$ cat config.mk
export PLATFORM = sky130hd
export DESIGN_NAME = sacs_ram
export DESIGN_NICKNAME = d
export VERILOG_FILES = /design/src/sacs_ram.sv
export SDC_FILE = /design/constraint.sdc
export NUM_CORES = 2
export LEC_CHECK = 0
export BUFFER_PORTS_ARGS = -buffer_cell sky130_fd_sc_hd__buf_2
export CAP_MARGIN = 20
export CORE_UTILIZATION = 55
export CTS_BUF_LIST = sky130_fd_sc_hd__clkbuf_8
export CTS_CLUSTER_DIAMETER = 50
export DETAILED_ROUTE_END_ITERATION = 8
export MAX_ROUTING_LAYER = met4
export PLACE_DENSITY_LB_ADDON = 0.2
export SYNTH_ARGS = -nofsm -noshare
export SYNTH_HDL_FRONTEND = slang
export SYNTH_SLANG_ARGS = --single-unit
export TNS_END_PERCENT = 10
$ cat constraint.sdc
create_clock -name i_clk -period 3.8 [get_ports i_clk]
set_input_delay 0.38 -clock i_clk [delete_from_list [all_inputs] [get_ports i_clk]]
set_output_delay 0.38 -clock i_clk [all_outputs]
set_load 0.03 [all_outputs]
$ cat src/sacs_ram.sv
// ----------------------------------------------------------------------------
// sacs_ram: generic single-port RAM
// One access per cycle: an optional write plus a read of the old word at that address, read data registered.
// ----------------------------------------------------------------------------
`default_nettype none
module sacs_ram #(
    parameter int WIDTH = 16,
    parameter int DEPTH = 256
) (
    input  wire                     i_clk,
    input  wire                     i_we,
    input  wire [$clog2(DEPTH)-1:0] i_addr,
    input  wire [WIDTH-1:0]         i_wdata,
    output logic [WIDTH-1:0]        o_rdata
);
    logic [WIDTH-1:0] r_mem [DEPTH];

    always_ff @(posedge i_clk) begin
        if (i_we) begin
            r_mem[i_addr] <= i_wdata;
        end
        o_rdata <= r_mem[i_addr];
    end
endmodule
`default_nettype wire

==> summary.md <==
| Metric | Value |
|---|---|
| RSZ-0062 raised after global routing | `no` |
| Setup Buffers After CTS | `0` |
| Sequential area share after synthesis | `between 70% and 80%` |
| Fin util | `between 60% and 70%` |
| Die width | `between 500 and 600 um` |
| FFs w/ async S/R, synth | `0%` |
| VDD IR-drop max | `between 0.3 and 0.4 mV` |
| Root Buffer | `clkbuf_8` |
| Mapped Avg Cell Area | `about 23 sq um` |
| CP Cell Sequence | `mux4_2 > a22oi_1 > a21oi_1 > o41ai_1 > buf_4 > nand4_1` |
| Count leader, synth | `edfxtp_1` |
| Largest delay share family, worst path | `compound AO/OA/AOI/OAI gates` |
| Prevailing post-synth register cell | `edfxtp_1` |
| RD Place Congestion | `around 0.86` |
| Initial Utilization | `55.5%` |
| Slowest stage delay, CP | `~0.96 ns` |
| Kind of end point of the critical path | `flip-flop` |
| Via Count | `between 70000 and 80000` |
| Register area | `123000 sq um` |
| Area of the multi-input gates | `30600 sq um` |
| Mapped Area | `155000 sq um` |
| Area leader, netlist | `edfxtp_1` |
| Area Growth Syn to Fin | `14.4%` |
| CP Buf/Inv Count | `1` |
| Post-synth top area share | `79.1%` |
| Htree depth | `6` |
| Setup Viol. Count Final | `0` |
| Final WS setup | `between 0.7 and 0.8 ns` |
| Min-delay worst type | `in2reg` |
| First-pass GRT wire length | `around 580 mm` |
| Cts bufs inserted | `between 600 and 700` |
| Post-synth EDFFs | `a little over 4000` |
| IO Count | `42` |
| Final cycle utilization of the critical path | `80.4%` |
| Antenna viol nets, final | `0` |
| # fillers | `approximately 19000` |
| Total GRT Usage | `29.6%` |
| Die height | `between 500 and 600 um` |
| Leakage | `about 56 nW` |
| Worst EP arrival | `4.10 ns` |
| Clock sinks | `between 4000 and 5000` |
| Setup crit start kind | `flip-flop` |
| # hold bufs at CTS | `19` |
| Post-CTS sizing | `0` |
| Row count | `about 190` |
| Final min period | `3.05 ns` |
| Ranking of synthesized cells by area | `edfxtp_1 79%, mux4_2 15%, a22oi_1 2.5%` |
| Slew headroom | `around 14%` |
| Initial antenna violation count | `25` |
| Max Clk Rate | `about 0.33 GHz` |
| Drt wl/cell | `34.0 um` |
| Drc violations | `0` |
| HPWL after DPL | `241 mm` |
| CTS tree | `done` |
| Largest net degree at the start of global routing | `roughly 130` |
| Clock slew seen by the registers of the worst setup and hold paths | `roughly 0.06 ns` |
| DRT iter0 DRCs | `10600` |
| Total gr overflow | `0` |
| YS warnings | `0` |
| Worst-Margin Slew | `between 1 and 1.5 ns` |
| Slew Limit Fails | `0` |
| Layout Skew | `about 0.073 ns` |
| DR pass1 iterations | `7` |
| Status | `complete, no violations` |
| Vias in the first global route | `78400` |
| Fin. Hold Viols | `0` |
| Share of post-route cells with drive strength above 1 | `approximately a third` |
| CTS Buffer Depth | `4` |
| Critical path class | `reg2reg` |
| Clk_lat worst skew | `between 1 and 1.5 ns` |
| Synth cell count leaders | `4096 x edfxtp_1, 1024 x mux4_2, 512 x a22oi_1` |
| Post-synthesis register bit count | `4112` |
| DR vias/cell | `6.55` |
| Mapped Cells | `between 6000 and 7000` |
| Fin nets | `slightly below 8000` |
| Die Area | `around 280000 sq um` |
| CP Max Fanout | `1` |
| CP max stage cell | `o41ai_1` |
| Routed wire length | `407 mm` |
| Tot Pwr | `roughly 89 mW` |
| Synth unique cells | `22` |
| I/O Buffers | `roughly 40` |
| Place WS | `-0.388 ns` |
| Worst EP required | `slightly below 5 ns` |
| Power Density | `499 nW/um^2` |
| Hold WS | `around 0.12 ns` |
| Max-Cap Viols | `0` |
| Core ar. | `between 200000 and 300000 sq um` |
| Post-Syn Nets | `between 6000 and 7000` |
-- stage by stage --
| stage | std cells | TNS, ns | instance area (sq um) |
|---|---|---|---|
| 3_5_place_dp | 10800 | -1.45 | 166000 |
| 2_1_floorplan | 6727 | 0 | 155000 |
| 6_report | 12000 | 0 | 178000 |
| 5_1_grt | 12000 | 0 | 178000 |
| 4_1_cts | 12000 | 0 | 178000 |
| 3_3_place_gp | 10800 | -4.23 | 166000 |
-- state kept, by name, indices dropped and copies added (netlist names) --
register  count
o_rdata      16
r_mem      4096
-- cells by family (layout without fill, tap and decap cells) --
family                 count (synthesis)  in the layout  synth area share (%)
DFF                                 4112           4112                  79.4
muxes                               1024           1024                  14.8
AOI/OAI and AO/OA                    832            832                  3.66
buffers and inverters                421           1929                  1.24
and+or+nand+nor                      338            338                 0.907
other                                  0             17                     0
-- worst paths after layout --
path         slack, ns           start            to  cells past startpoint
max reg2reg       0.75  r_mem[207][10]   o_rdata[10]                      6
min reg2reg       1.00   r_mem[110][0]    o_rdata[0]                      5
min               0.12       i_addr[4]  r_mem[13][8]                      4
max               0.75  r_mem[207][10]   o_rdata[10]                      6
-- per-layer routing --
metal / wire (um) / global-route usage [%] / part of all wire [%] / vias up
met4: 14500 / 10.5 / 3.6 / 0
met5: 0 / - / 0 / -
met1: 157000 / 41.2 / 39 / 41900
met3: 39400 / 5.22 / 9.7 / 650
li1: - / - / - / 31200
met2: 196000 / 44.7 / 48 / 4705
-- final cells by class --
class	instances	share of cell area, %
flip-flops and latches	4112	69.4
multi-input cells	2194	17.2
clock buffers	654	5.07
repair buffers	792	4.24
well taps	3724	2.62
clock inverters	482	1.41
diodes	17	0.0239
inverters	1	0.00211
-- tightest hold or removal path, delay by kind of cell --
family	cells	cell delay, ns
and+or+nand+nor	3	0.51
buffers and inverters	1	0.19
-- placed cells by master (no fill, tap or decap), types with 7 or more instances in the layout --
cell type and count:
edfxtp_1 4096, mux4_2 1024, clkbuf_8 654, buf_4 612, a22oi_1 512, a21oi_1 256, inv_1 227, nor2_1 224
clkinv_1 127, buf_12 118, clkinv_2 67, o41ai_1 37, nor3_2 29, o41ai_2 27, nand2_1 26, buf_2 26
dlygate4sd3_1 19, diode_2 17, buf_8 17, nand4_1 16, dfxtp_1 16, inv_8 14, inv_6 14, clkinv_8 10
inv_12 9, nand3_2 8, nor2_2 7, clkinvlp_4 7
-- where the power goes --
group	internal, mW	switching [mW]
Sequential	50.0	0.110
Combinational	1.67	2.96
Clock	16.6	17.2
Total	68.3	20.3
Power figures use the tool's default switching activity.
